--- src/rtl/lds_pkg.sv ---
`timescale 1ns / 1ps
`default_nettype none
// ----------------------------------------------------------------------------
// lds_pkg
// Shared types and constants of the loop load statistics block.
// ----------------------------------------------------------------------------
package lds_pkg;

	localparam int unsigned LOAD_W   = 18;
	localparam int unsigned CNT_W    = 16;
	localparam int unsigned TIME_W   = 16;
	localparam int unsigned DIV_DW   = 31;
	localparam int unsigned DIV_VW   = 32;
	localparam int unsigned DIV_SW   = 5;
	localparam int unsigned BIN_AW   = 4;
	localparam int unsigned PADDR_W  = 3;

	localparam logic [LOAD_W-1:0] FULL_LOAD  = 18'd25600;
	localparam logic [LOAD_W-1:0] LOAD_MAX   = 18'd262143;
	localparam logic [TIME_W-1:0] LOOP_RESET = 16'd100;
	localparam logic [DIV_SW-1:0] LOAD_STEPS = 5'd31;
	localparam logic [DIV_SW-1:0] MEAN_STEPS = 5'd18;
	localparam logic [DIV_VW-1:0] TOTAL_WRAP = 32'hFFFF_FFFF;

	localparam logic ACT_RECORD = 1'b0;
	localparam logic ACT_QUERY  = 1'b1;

	localparam logic REG_LOOP_TIME = 1'b0;

	typedef enum logic [2:0] {
		S_IDLE,
		S_LOAD_DIV,
		S_MEAN,
		S_MEAN_DIV,
		S_STATS,
		S_BIN_INC,
		S_BIN_RD,
		S_DONE
	} state_t;

	typedef struct packed {
		logic              start;
		logic [DIV_SW-1:0] steps;
		logic [DIV_DW-1:0] dividend;
		logic [DIV_VW-1:0] divisor;
	} div_req_t;

	typedef struct packed {
		logic              done;
		logic [DIV_DW-1:0] quotient;
	} div_rsp_t;

	typedef struct packed {
		logic              rd_en;
		logic              wr_en;
		logic [BIN_AW-1:0] addr;
		logic [CNT_W-1:0]  wr_data;
	} bin_req_t;

endpackage

`default_nettype wire

--- src/rtl/loop_load_statistics.sv ---
`timescale 1ns / 1ps
`default_nettype none
// ----------------------------------------------------------------------------
// loop_load_statistics
// Loop load meter: wait time, Q10.8 load, mean, min, max and histogram.
// ----------------------------------------------------------------------------
// One word at a time. A record word first runs the bit-serial divider for
// the load (31 quotient bits), then sets up the running mean step and runs
// that step through the same divider (18 quotient bits; skipped when the
// record total wraps), then updates the statistics and accesses the histogram
// memory. A query word only reads the histogram memory. The result sits in an
// output register and the next word is taken in the cycle after it is loaded;
// a stalled result holds the block only while the output register is still
// full. loop_time_ms lies at byte address 0 and reads back through prdata.
// ----------------------------------------------------------------------------
module loop_load_statistics #(
	parameter int unsigned NUM_BINS = 10
) (
	input  wire logic                          clk,
	input  wire logic                          arst_n,
	input  wire logic                          psel,
	input  wire logic                          penable,
	input  wire logic                          pwrite,
	input  wire logic [lds_pkg::PADDR_W-1:0]   paddr,
	input  wire logic [31:0]                   pwdata,
	output logic [31:0]                        prdata,
	output logic                               pready,
	input  wire logic                          in_valid,
	output logic                               in_stall,
	input  wire logic                          action,
	input  wire logic [lds_pkg::TIME_W-1:0]    elapsed_ms,
	input  wire logic [7:0]                    bin_index,
	output logic                               out_valid,
	input  wire logic                          out_stall,
	output logic [lds_pkg::TIME_W-1:0]         wait_ms,
	output logic                               late,
	output logic [lds_pkg::LOAD_W-1:0]         load_now,
	output logic [lds_pkg::LOAD_W-1:0]         load_mean,
	output logic [lds_pkg::LOAD_W-1:0]         load_least,
	output logic [lds_pkg::LOAD_W-1:0]         load_most,
	output logic [lds_pkg::CNT_W-1:0]          bin_count,
	output logic [lds_pkg::CNT_W-1:0]          overload_count
);

	localparam int unsigned LW = lds_pkg::LOAD_W;
	localparam int unsigned CW = lds_pkg::CNT_W;
	localparam int unsigned TW = lds_pkg::TIME_W;

	lds_pkg::state_t   state_q, state_d;
	lds_pkg::div_req_t div_req;
	lds_pkg::div_rsp_t div_rsp;
	lds_pkg::bin_req_t bin_req;
	logic [CW-1:0]     bin_rd;

	logic [TW-1:0]     loop_time_q;
	logic [LW-1:0]     mean_q, least_q, most_q;
	logic [31:0]       total_q;
	logic [CW-1:0]     ovl_q;
	logic              out_valid_q;

	logic [TW-1:0]     wait_q;
	logic              late_q;
	logic [LW-1:0]     load_q;
	logic [7:0]        bin_index_q;
	logic              neg_q;

	logic [TW-1:0]     wait_ms_q;
	logic              late_out_q;
	logic [LW-1:0]     load_now_q, load_mean_q, load_least_q, load_most_q;
	logic [CW-1:0]     bin_count_q, overload_count_q;

	logic              cfg_wr;
	logic              accept;
	logic              out_free;
	logic              out_load;
	logic [31:0]       total_inc;
	logic              total_full;
	logic [LW:0]       mean_diff;
	logic [LW:0]       mean_neg;
	logic [LW-1:0]     mean_mag;
	logic [LW-1:0]     mean_step;
	logic [LW-1:0]     load_sat;
	logic [17:0]       idx_prod;
	logic [6:0]        idx;
	logic              bin_hit;
	logic              query_ok;

	// configuration port
	assign pready = 1'b1;
	assign cfg_wr = psel && penable && pwrite && (paddr[2] == lds_pkg::REG_LOOP_TIME);

	always_comb begin
		prdata = '0;
		if (paddr[2] == lds_pkg::REG_LOOP_TIME) begin
			prdata = {16'd0, loop_time_q};
		end
	end

	assign accept     = in_valid && !in_stall;
	assign out_free   = !out_valid_q || !out_stall;
	assign total_inc  = total_q + 32'd1;
	assign total_full = (total_inc == lds_pkg::TOTAL_WRAP);
	assign mean_diff  = {1'b0, load_q} - {1'b0, mean_q};
	assign mean_neg   = -mean_diff;
	assign mean_mag   = mean_diff[LW] ? mean_neg[LW-1:0] : mean_diff[LW-1:0];
	assign mean_step  = div_rsp.quotient[LW-1:0];
	assign load_sat   = (|div_rsp.quotient[lds_pkg::DIV_DW-1:LW]) ? lds_pkg::LOAD_MAX
	                  : div_rsp.quotient[LW-1:0];
	// whole tens of percent: (load >> 8) / 10 by reciprocal 205 / 2048
	assign idx_prod   = {8'd0, load_q[LW-1:8]} * 18'd205;
	assign idx        = idx_prod[17:11];
	assign bin_hit    = (idx < 7'(NUM_BINS));
	assign query_ok   = (bin_index_q < 8'(NUM_BINS));

	// next state
	always_comb begin
		state_d = state_q;
		case (state_q)
			lds_pkg::S_IDLE: begin
				if (in_valid) begin
					state_d = (action == lds_pkg::ACT_QUERY) ? lds_pkg::S_BIN_RD
					        : lds_pkg::S_LOAD_DIV;
				end
			end
			lds_pkg::S_LOAD_DIV: begin
				if (div_rsp.done) state_d = lds_pkg::S_MEAN;
			end
			lds_pkg::S_MEAN: begin
				state_d = total_full ? lds_pkg::S_STATS : lds_pkg::S_MEAN_DIV;
			end
			lds_pkg::S_MEAN_DIV: begin
				if (div_rsp.done) state_d = lds_pkg::S_STATS;
			end
			lds_pkg::S_STATS: begin
				state_d = bin_hit ? lds_pkg::S_BIN_INC : lds_pkg::S_BIN_RD;
			end
			lds_pkg::S_BIN_INC: begin
				state_d = lds_pkg::S_BIN_RD;
			end
			lds_pkg::S_BIN_RD: begin
				state_d = lds_pkg::S_DONE;
			end
			lds_pkg::S_DONE: begin
				if (out_free) state_d = lds_pkg::S_IDLE;
			end
			default: begin
				state_d = lds_pkg::S_IDLE;
			end
		endcase
	end

	// state outputs
	always_comb begin
		in_stall         = 1'b1;
		out_load         = 1'b0;
		div_req.start    = 1'b0;
		div_req.steps    = lds_pkg::LOAD_STEPS;
		div_req.dividend = '0;
		div_req.divisor  = '0;
		bin_req.rd_en    = 1'b0;
		bin_req.wr_en    = 1'b0;
		bin_req.addr     = '0;
		bin_req.wr_data  = bin_rd + 16'd1;
		case (state_q)
			lds_pkg::S_IDLE: begin
				in_stall         = 1'b0;
				div_req.start    = in_valid && (action == lds_pkg::ACT_RECORD);
				div_req.dividend = lds_pkg::DIV_DW'({15'd0, elapsed_ms} * 31'd25600);
				div_req.divisor  = (loop_time_q == '0) ? 32'd1 : {16'd0, loop_time_q};
			end
			lds_pkg::S_MEAN: begin
				div_req.start    = !total_full;
				div_req.steps    = lds_pkg::MEAN_STEPS;
				div_req.dividend = {mean_mag, 13'd0};
				div_req.divisor  = total_inc;
			end
			lds_pkg::S_STATS: begin
				bin_req.rd_en = bin_hit;
				bin_req.addr  = idx[lds_pkg::BIN_AW-1:0];
			end
			lds_pkg::S_BIN_INC: begin
				bin_req.wr_en = 1'b1;
				bin_req.addr  = idx[lds_pkg::BIN_AW-1:0];
			end
			lds_pkg::S_BIN_RD: begin
				bin_req.rd_en = query_ok;
				bin_req.addr  = bin_index_q[lds_pkg::BIN_AW-1:0];
			end
			lds_pkg::S_DONE: begin
				out_load = out_free;
			end
			default: begin
				in_stall = 1'b1;
			end
		endcase
	end

	always_ff @(posedge clk or negedge arst_n) begin
		if (!arst_n) begin
			state_q     <= lds_pkg::S_IDLE;
			loop_time_q <= lds_pkg::LOOP_RESET;
			mean_q      <= '0;
			least_q     <= lds_pkg::FULL_LOAD;
			most_q      <= '0;
			total_q     <= '0;
			ovl_q       <= '0;
			out_valid_q <= 1'b0;
		end else begin
			state_q <= state_d;
			if (cfg_wr) loop_time_q <= pwdata[TW-1:0];
			if (state_q == lds_pkg::S_MEAN) begin
				total_q <= total_full ? 32'd0 : total_inc;
			end
			if ((state_q == lds_pkg::S_MEAN_DIV) && div_rsp.done) begin
				mean_q <= neg_q ? (mean_q - mean_step) : (mean_q + mean_step);
			end
			if (state_q == lds_pkg::S_STATS) begin
				if (load_q > most_q) most_q <= load_q;
				if (load_q < least_q) least_q <= load_q;
				if (!bin_hit) ovl_q <= ovl_q + 16'd1;
			end
			if (out_load) begin
				out_valid_q <= 1'b1;
			end else if (!out_stall) begin
				out_valid_q <= 1'b0;
			end
		end
	end

	always_ff @(posedge clk) begin
		if (accept) begin
			bin_index_q <= bin_index;
			load_q      <= '0;
			if ((action == lds_pkg::ACT_RECORD) && (elapsed_ms > loop_time_q)) begin
				late_q <= 1'b1;
				wait_q <= '0;
			end else if (action == lds_pkg::ACT_RECORD) begin
				late_q <= 1'b0;
				wait_q <= loop_time_q - elapsed_ms;
			end else begin
				late_q <= 1'b0;
				wait_q <= '0;
			end
		end
		if ((state_q == lds_pkg::S_LOAD_DIV) && div_rsp.done) begin
			load_q <= load_sat;
		end
		if (state_q == lds_pkg::S_MEAN) begin
			neg_q <= mean_diff[LW];
		end
		if (out_load) begin
			wait_ms_q        <= wait_q;
			late_out_q       <= late_q;
			load_now_q       <= load_q;
			load_mean_q      <= mean_q;
			load_least_q     <= least_q;
			load_most_q      <= most_q;
			bin_count_q      <= query_ok ? bin_rd : '0;
			overload_count_q <= ovl_q;
		end
	end

	lds_div u_div (
		.clk    (clk),
		.arst_n (arst_n),
		.req    (div_req),
		.rsp    (div_rsp)
	);

	lds_bins #(
		.NUM_BINS (NUM_BINS)
	) u_bins (
		.clk     (clk),
		.arst_n  (arst_n),
		.req     (bin_req),
		.rd_data (bin_rd)
	);

	assign out_valid      = out_valid_q;
	assign wait_ms        = wait_ms_q;
	assign late           = late_out_q;
	assign load_now       = load_now_q;
	assign load_mean      = load_mean_q;
	assign load_least     = load_least_q;
	assign load_most      = load_most_q;
	assign bin_count      = bin_count_q;
	assign overload_count = overload_count_q;

endmodule

`default_nettype wire

--- src/rtl/lds_div.sv ---
`timescale 1ns / 1ps
`default_nettype none
// ----------------------------------------------------------------------------
// lds_div
// Bit-serial restoring divider, one quotient bit per cycle, MSB first.
// ----------------------------------------------------------------------------
module lds_div (
	input  wire logic              clk,
	input  wire logic              arst_n,
	input  wire lds_pkg::div_req_t req,
	output lds_pkg::div_rsp_t      rsp
);

	logic [lds_pkg::DIV_VW-1:0] rem_q;
	logic [lds_pkg::DIV_DW-1:0] quo_q;
	logic [lds_pkg::DIV_VW-1:0] divisor_q;
	logic [lds_pkg::DIV_SW-1:0] cnt_q;
	logic                       busy_q;
	logic                       done_q;

	logic [lds_pkg::DIV_VW:0]   trial;
	logic [lds_pkg::DIV_VW:0]   diff;
	logic                       fits;

	assign trial = {rem_q, quo_q[lds_pkg::DIV_DW-1]};
	assign diff  = trial - {1'b0, divisor_q};
	assign fits  = !diff[lds_pkg::DIV_VW];

	always_ff @(posedge clk or negedge arst_n) begin
		if (!arst_n) begin
			busy_q <= 1'b0;
			done_q <= 1'b0;
			cnt_q  <= '0;
		end else begin
			done_q <= 1'b0;
			if (req.start) begin
				busy_q <= 1'b1;
				cnt_q  <= req.steps;
			end else if (busy_q) begin
				cnt_q <= cnt_q - 1'b1;
				if (cnt_q == lds_pkg::DIV_SW'(1)) begin
					busy_q <= 1'b0;
					done_q <= 1'b1;
				end
			end
		end
	end

	always_ff @(posedge clk) begin
		if (req.start) begin
			rem_q     <= '0;
			quo_q     <= req.dividend;
			divisor_q <= req.divisor;
		end else if (busy_q) begin
			rem_q <= fits ? diff[lds_pkg::DIV_VW-1:0] : trial[lds_pkg::DIV_VW-1:0];
			quo_q <= {quo_q[lds_pkg::DIV_DW-2:0], fits};
		end
	end

	assign rsp.done     = done_q;
	assign rsp.quotient = quo_q;

endmodule

`default_nettype wire

--- src/rtl/lds_bins.sv ---
`timescale 1ns / 1ps
`default_nettype none
// ----------------------------------------------------------------------------
// lds_bins
// Histogram counter memory with per-entry valid bits and registered read.
// ----------------------------------------------------------------------------
module lds_bins #(
	parameter int unsigned NUM_BINS = 10
) (
	input  wire logic                       clk,
	input  wire logic                       arst_n,
	input  wire lds_pkg::bin_req_t          req,
	output logic [lds_pkg::CNT_W-1:0]       rd_data
);

	localparam int unsigned IW = (NUM_BINS > 1) ? $clog2(NUM_BINS) : 1;

	logic [lds_pkg::CNT_W-1:0] mem [NUM_BINS];
	logic [NUM_BINS-1:0]       valid_q;
	logic [lds_pkg::CNT_W-1:0] rd_q;
	logic [IW-1:0]             addr;

	assign addr = req.addr[IW-1:0];

	always_ff @(posedge clk or negedge arst_n) begin
		if (!arst_n) begin
			valid_q <= '0;
		end else if (req.wr_en) begin
			valid_q[addr] <= 1'b1;
		end
	end

	always_ff @(posedge clk) begin
		if (req.wr_en) begin
			mem[addr] <= req.wr_data;
		end
		if (req.rd_en) begin
			rd_q <= valid_q[addr] ? mem[addr] : '0;
		end
	end

	assign rd_data = rd_q;

endmodule

`default_nettype wire

--- config.mk ---
export PLATFORM = sky130hd
export DESIGN_NAME = loop_load_statistics
export DESIGN_NICKNAME = d
export VERILOG_FILES = /design/src/rtl/lds_pkg.sv /design/src/rtl/loop_load_statistics.sv /design/src/rtl/lds_div.sv /design/src/rtl/lds_bins.sv
export SDC_FILE = /design/constraint.sdc
export NUM_CORES = 1
export LEC_CHECK = 0
export ABC_AREA = 1
export BUFFER_PORTS_ARGS = -buffer_cell sky130_fd_sc_hd__buf_2
export CORE_ASPECT_RATIO = 1.2
export CORE_MARGIN = 10
export CORE_UTILIZATION = 35
export CTS_CLUSTER_SIZE = 30
export DETAILED_ROUTE_END_ITERATION = 12
export PLACE_DENSITY = 0.62
export SETUP_SLACK_MARGIN = 0.15
export SKIP_LAST_GASP = 1
export SYNTH_ARGS = -nofsm -noshare
export SYNTH_HDL_FRONTEND = slang
export SYNTH_SLANG_ARGS = --single-unit
export TNS_END_PERCENT = 20
--- constraint.sdc ---
create_clock -name clk -period 6.4 [get_ports clk]
set_input_delay 0 -clock clk [delete_from_list [all_inputs] [get_ports clk]]
set_output_delay 0 -clock clk [all_outputs]
set_load 0.05 [all_outputs]
==> results of run 1 <==
## layout make-up
class | instances | area, µm² | area share
multi-input cells | 2689 | 14820 | 0.3800
repair buffers | 293 | 1936 | 0.04963
clock inverters | 35 | 392.9 | 0.01007
clock buffers | 86 | 1832 | 0.04697
well taps | 1260 | 1577 | 0.04043
flip-flops and latches | 575 | 16260 | 0.4169
inverters | 581 | 2183 | 0.05599
## state kept, by name, summed over array words and instances, names as in the netlist, 31 cells and up
signal,count
total_q,32
u_div.divisor_q,32
u_div.quo_q,31
u_bins.mem,160
u_div.rem_q,32
## metal layers
metal | up-vias | share of wire | track usage
met5 | - | 0.000076 | 0
met4 | 2 | 0.023 | 0.04811
met3 | 118 | 0.044 | 0.01885
met2 | 564 | 0.49 | 0.2928
met1 | 12640 | 0.44 | 0.2123
li1 | 13440 | - | -
## final timing paths
| kind | slack (ps) | from | cells after the start | end |
|---|---|---|---|---|
| max | 750 | load_q[15] | 21 | u_bins.mem[2][9] |
| min | 70 | arst_n | 2 | least_q[0] |
| max reg2reg | 750 | load_q[15] | 21 | u_bins.mem[2][9] |
| min reg2reg | 420 | wait_q[3] | 0 | wait_ms[3] |
| max in group asynchronous | 4960 | arst_n | 3 | mean_q[10] |
| min in group clk | 100 | bin_index[7] | 2 | bin_index_q[7] |
## synthesized netlist by cell type, types with 17 or more instances
cell,number,area share
a31oi_1,18,0.0033
ha_1,227,0.084
nor3_1,30,0.0045
buf_2,20,0.0030
o21bai_1,18,0.0040
o21ai_0,243,0.036
inv_1,573,0.064
nand4_1,44,0.0082
buf_4,17,0.0038
xnor2_1,30,0.0078
nand2_1,1085,0.12
fa_1,32,0.019
a21o_1,17,0.0038
xor2_1,72,0.019
nand3_1,225,0.033
o211ai_1,21,0.0047
dfrtp_1,133,0.099
o22ai_1,18,0.0033
edfxtp_1,404,0.36
or2_2,29,0.0054
dfxtp_1,32,0.019
clkbuf_1,55,0.0061
nor2_1,305,0.034
a21oi_1,171,0.025
## per-stage QoR
stage,cell area [µm²],hold WS (ps)
after detailed placement,36130,162.1
final,39000,71.58
after global placement,36130,153.3
after global routing,39000,93.43
after CTS,39000,59.45
after floorplan,33770,-295.6
## cells by family after synthesis
| family | synth area share |
|---|---|
| buf+inv | 0.08073 |
| xor+xnor | 0.02650 |
| fa+ha+maj | 0.1033 |
| flops | 0.4823 |
| compound gates | 0.08712 |
| simple gates | 0.2199 |
| other cells | 0.0002228 |
## report_power, final
| group | switching (W) | internal [W] |
|---|---|---|
| clock network | 0.00159 | 0.00229 |
| registers | 0.000599 | 0.00520 |
| logic | 0.00684 | 0.00313 |
## critical path, delay by kind of cell, from the launching register on
family | cells | cell delay [ps]
xor+xnor | 1 | 170
simple gates | 7 | 1160
fa+ha+maj | 5 | 2290
flops | 1 | 580
compound gates | 2 | 300
buf+inv | 6 | 810
==> flow_summary.yaml, run 1 <==
outcome:
  status: "completed"
clocking:
  clk_latency_ps: 620
  hold_buffers: 64
  cts_root_buf: "clkbuf_16"
  cts_tree: "done"
  cts_made_buffers: 67
  clkSinkCount: 575
  clock_path_buffers: 3
  ctsResizeCount: 0
  clk_pin_slew_ps: 60
  postCtsSetupBuffers: 0
  h-tree-depth: 3
timing:
  fin_tns_setup_ps: 0
  fin_ws_ps: 746.3
  setup_viol: 0
  fin_skew_ps: 27.29
  fin_crit_ps: 5654
  slew_headroom: 0.2632
  rsz0062_at_grt: "false"
  fmax_mhz: 176.9
  period_share: 0.8834
  max_slew.worst_pin.slew_ps: 1103
  report.final.slew_viol_count: 0
  hold_viol: 0
pwr:
  total_power_w: 0.01966
  power_density_nw_per_um2: 504.1
  ir_worst_vdd_mv: 0.3311
  p_leak_nw: 17.97
grt:
  grt_pass1_wl_um: 145800
  grt.overflow.total: 0
  track_usage: 0.1668
  antenna_found_initial: 1
  grt_pass1_vias: 26490
  grt_max_degree: 102
synthesis:
  ys.flop_type: "edfxtp_1"
  avgSynthCellArea_um2: 8.564
  async_reset_ff_frac: 0.2417
  ys_types: 55
  synth-edff-count: 404
  synth_seq_cells: 575
  seq_area_frac_synth: 0.4823
  netlist_instances: 3936
  yosys_warnings: 0
  synth_area_um2: 33710
detailed_routing:
  routed_wl_um: 92210
  num_vias: 26760
  drt_iter0_markers: 1800
  avgViaCountPerCell: 4.848
  wl_per_cell_um: 16.71
  firstDrtPassIters: 5
  final_antenna_net_count: 0
  drc: 0
critical_path:
  crit_type: "flop to flop"
  crit_path_end_kind: "flop"
  crit_arrival_ps: 5950
  crit_fanout: 18
  cp-start-kind: "flop"
  cpPeakStageDelay_ps: 580
  cp_slowest_cell: "edfxtp_1"
  cp_data_required_time_ps: 6700
  cp_cell_sequence: "ha_1 > inv_1 > fa_1 > inv_1 > fa_1 > inv_1 > fa_1 > inv_1 > ha_1 > a21oi_1 > o21ai_0 > nand2_1 > nand3_1 > xor2_1 > nand2_1 > nand2_1 > nor2_1 > buf_4 > nand2_1 > nor2_1 > buf_4"
placement:
  place_congestion: 0.9390
  placedCellCount: 5334
  dp_slack_ps: 773.4
  port_buffers: 187
  dpl.hpwl_um: 67280
floorplan:
  die_area_um2: 109200
  ioPinCount: 223
  die_x_um: 303.3
  std_cell_rows: 124
  core-area_um2: 95420
  start_util: 0.3533
  die_height_um: 360.0
layout:
  num-fill-cells: 9549
  final_nets: 4533
  utilization: 0.4087
  final_common_cell: "nand2_1"
  most-common-layout-cells: "1085 x nand2_1, 573 x inv_1, 404 x edfxtp_1"
  drive_gt1_frac: 0.09650
  instances_no_fill: 5519
  syn_to_final_growth_pct: 15.69
  num_antenna_cells: 0
worst_hold_path:
  min_path_type: "input port to asynchronous set/reset pin"
run:
  cap_violations: 0
No activity file was read; power rests on OpenSTA's default activity.
==> run 2: changes to the inputs <==
Settings changed: CELL_PAD_IN_SITES_DETAIL_PLACEMENT set to 1, CELL_PAD_IN_SITES_GLOBAL_PLACEMENT set to 2, CORE_UTILIZATION 35 to 34, PLACE_DENSITY 0.62 to 0.85.
==> flow_summary.yaml, run 2 (synthesis results as in run 1) <==
critical_path:
  cp_cell_sequence: "ha_1 > fa_1 > fa_1 > inv_1 > fa_1 > inv_1 > ha_1 > a21o_1 > nor2_1 > o21ai_0 > nand2_1 > nand2_1 > nand2_1 > nand3_1 > o21ai_0 > inv_1 > nor2_1 > buf_4 > nand2_1 > nor2_1 > buf_4"
  cp_slowest_cell: "edfxtp_1"
  cp-start-kind: "flop"
  crit_path_frequent_cell: "nand2_1"
  crit_type: "flop to flop"
  r2r_setup_slack_ps: 750
  crit_fanout: 18
  cp_data_required_time_ps: 6680
  cpPeakStageDelay_ps: 610
  r2r-start: "load_q[14]"
  r2r_end: "u_bins.mem[6][8]"
  reg2reg_depth: 21
  crit_arrival_ps: 5940
  crit_path_end_kind: "flop"
layout:
  final_common_cell: "nand2_1"
  final_nets: 4540
  most-common-layout-cells: "1085 x nand2_1, 573 x inv_1, 404 x edfxtp_1"
  syn_to_final_growth_pct: 15.95
  drive_gt1_frac: 0.09768
  regMostFlops: "u_bins.mem"
  largest_reg_flops: 160
  num-fill-cells: 11670
clocking:
  clkSinkCount: 575
  cts_tree: "done"
  clk_pin_slew_ps: 60
  cts_made_buffers: 67
  h-tree-depth: 3
  clock_path_buffers: 3
  cts_root_buf: "clkbuf_16"
  clk_latency_ps: 640
grt:
  grt_pass1_vias: 29470
  track_usage: 0.1897
  antenna_found_initial: 1
  grt_max_degree: 83
  grt.overflow.total: 0
  grt_pass1_wl_um: 168000
timing:
  fin_skew_ps: 22.08
  period_share: 0.8836
  hold_viol: 0
  max_slew.worst_pin.slew_ps: 1163
  slew_headroom: 0.2228
  whs_ps: 40.82
  setup_viol: 0
  fmax_mhz: 176.8
  rsz0062_at_grt: "false"
  fin_tns_setup_ps: 0
  fin_crit_ps: 5655
  report.final.slew_viol_count: 0
pwr:
  sw_frac_of_total: 0.4699
  p_clk_frac: 0.199
  power_density_nw_per_um2: 515.5
  ir_worst_vdd_mv: 0.2297
  pwr-share-seq: 0.289
  p_int_w: 0.01068
  p_sw_w: 0.009467
  comb_power_share: 0.512
  p_leak_nw: 18.02
run:
  cap_violations: 0
detailed_routing:
  final_antenna_net_count: 0
  drt_iter0_markers: 1383
  avgViaCountPerCell: 4.955
  num_vias: 27500
  routed_wl_um: 106300
  firstDrtPassIters: 5
  wl_per_cell_um: 19.15
  drc: 0
floorplan:
  ioPinCount: 223
  die_area_um2: 112200
  std_cell_rows: 126
  die_height_um: 364.9
  die_x_um: 307.4
  start_util: 0.3427
  core-area_um2: 98370
placement:
  dpl.hpwl_um: 78460
  port_buffers: 187
  place_congestion: 0.8837
outcome:
  status: "completed"
worst_hold_path:
  min_path_type: "input port to asynchronous set/reset pin"
[run 2: area by class of cell]
class | count | area (µm²) | area share
Inverter | 581 | 2183 | 0.05586
Clock inverter | 39 | 489.2 | 0.01252
Timing Repair Buffer | 300 | 1948 | 0.04984
Antenna cell | 1 | 2.502 | 0.00006403
Sequential cell | 575 | 16260 | 0.4160
Multi-Input combinational cell | 2689 | 14820 | 0.3791
Clock buffer | 85 | 1785 | 0.04568
Tap cell | 1280 | 1602 | 0.04098
[run 2: timing repair]
item	in CTS	in global routing
resized for setup	0	0
endpoints found under the hold margin	113	0
hold buffers	63	0
setup buffers	0	0
[run 2: how the worst max path moves through the flow]
stage          startpoint           endpoint  slack [ps]  cells after the start
3_5_place_dp   load_q[14]  u_bins.mem[6][10]         750                     21
6_report       load_q[14]   u_bins.mem[6][8]         750                     21
4_1_cts        load_q[14]  u_bins.mem[6][12]         730                     21
3_3_place_gp   load_q[14]   u_bins.mem[6][9]         850                     21
5_1_grt        load_q[15]  u_bins.rd_data[8]         310                     27
2_1_floorplan  load_q[14]   u_bins.mem[1][0]        1090                     20
[run 2: power by group through the flow]
stage	clock [W]	combinational [W]	sequential [W]
floorplan	0	0.00686	0.00630
detailed placement	0	0.0103	0.00591
global route	0.00426	0.0118	0.00593
finish	0.00401	0.0103	0.00583
CTS	0.00410	0.0104	0.00584
global placement	0	0.0100	0.00588
[run 2: critical path, delay by kind of cell, from the launching register on]
kind | cells | cell delay, ps
AO/OA/AOI/OAI | 3 | 470
AND/OR/NAND/NOR | 8 | 930
flip-flops | 1 | 610
adder cells (fa/ha/maj) | 5 | 2360
buffers and inverters | 5 | 910
[run 2: routing by layer]
| layer | global-route usage | share of wire |
|---|---|---|
| met1 | 0.2287 | 0.43 |
| met2 | 0.3443 | 0.50 |
| met3 | 0.02703 | 0.038 |
| met4 | 0.05993 | 0.028 |
| met5 | 0 | 0 |
[run 2: through the flow]
| step | worst slack (ps) | power [W] | instance area, µm² | util | instances |
|---|---|---|---|---|---|
| 6_report | 745.2 | 0.02015 | 39080 | 0.3973 | 5550 |
| 5_1_grt | 313.0 | 0.02195 | 39080 | 0.3973 | 5549 |
| 4_1_cts | 734.7 | 0.02038 | 39080 | 0.3973 | 5549 |
| 3_5_place_dp | 750.1 | 0.01620 | 36180 | 0.3677 | 5362 |
| 3_3_place_gp | 847.9 | 0.01593 | 36180 | 0.3677 | 5362 |
| 2_1_floorplan | 1087 | 0.01315 | 33770 | - | 3951 |
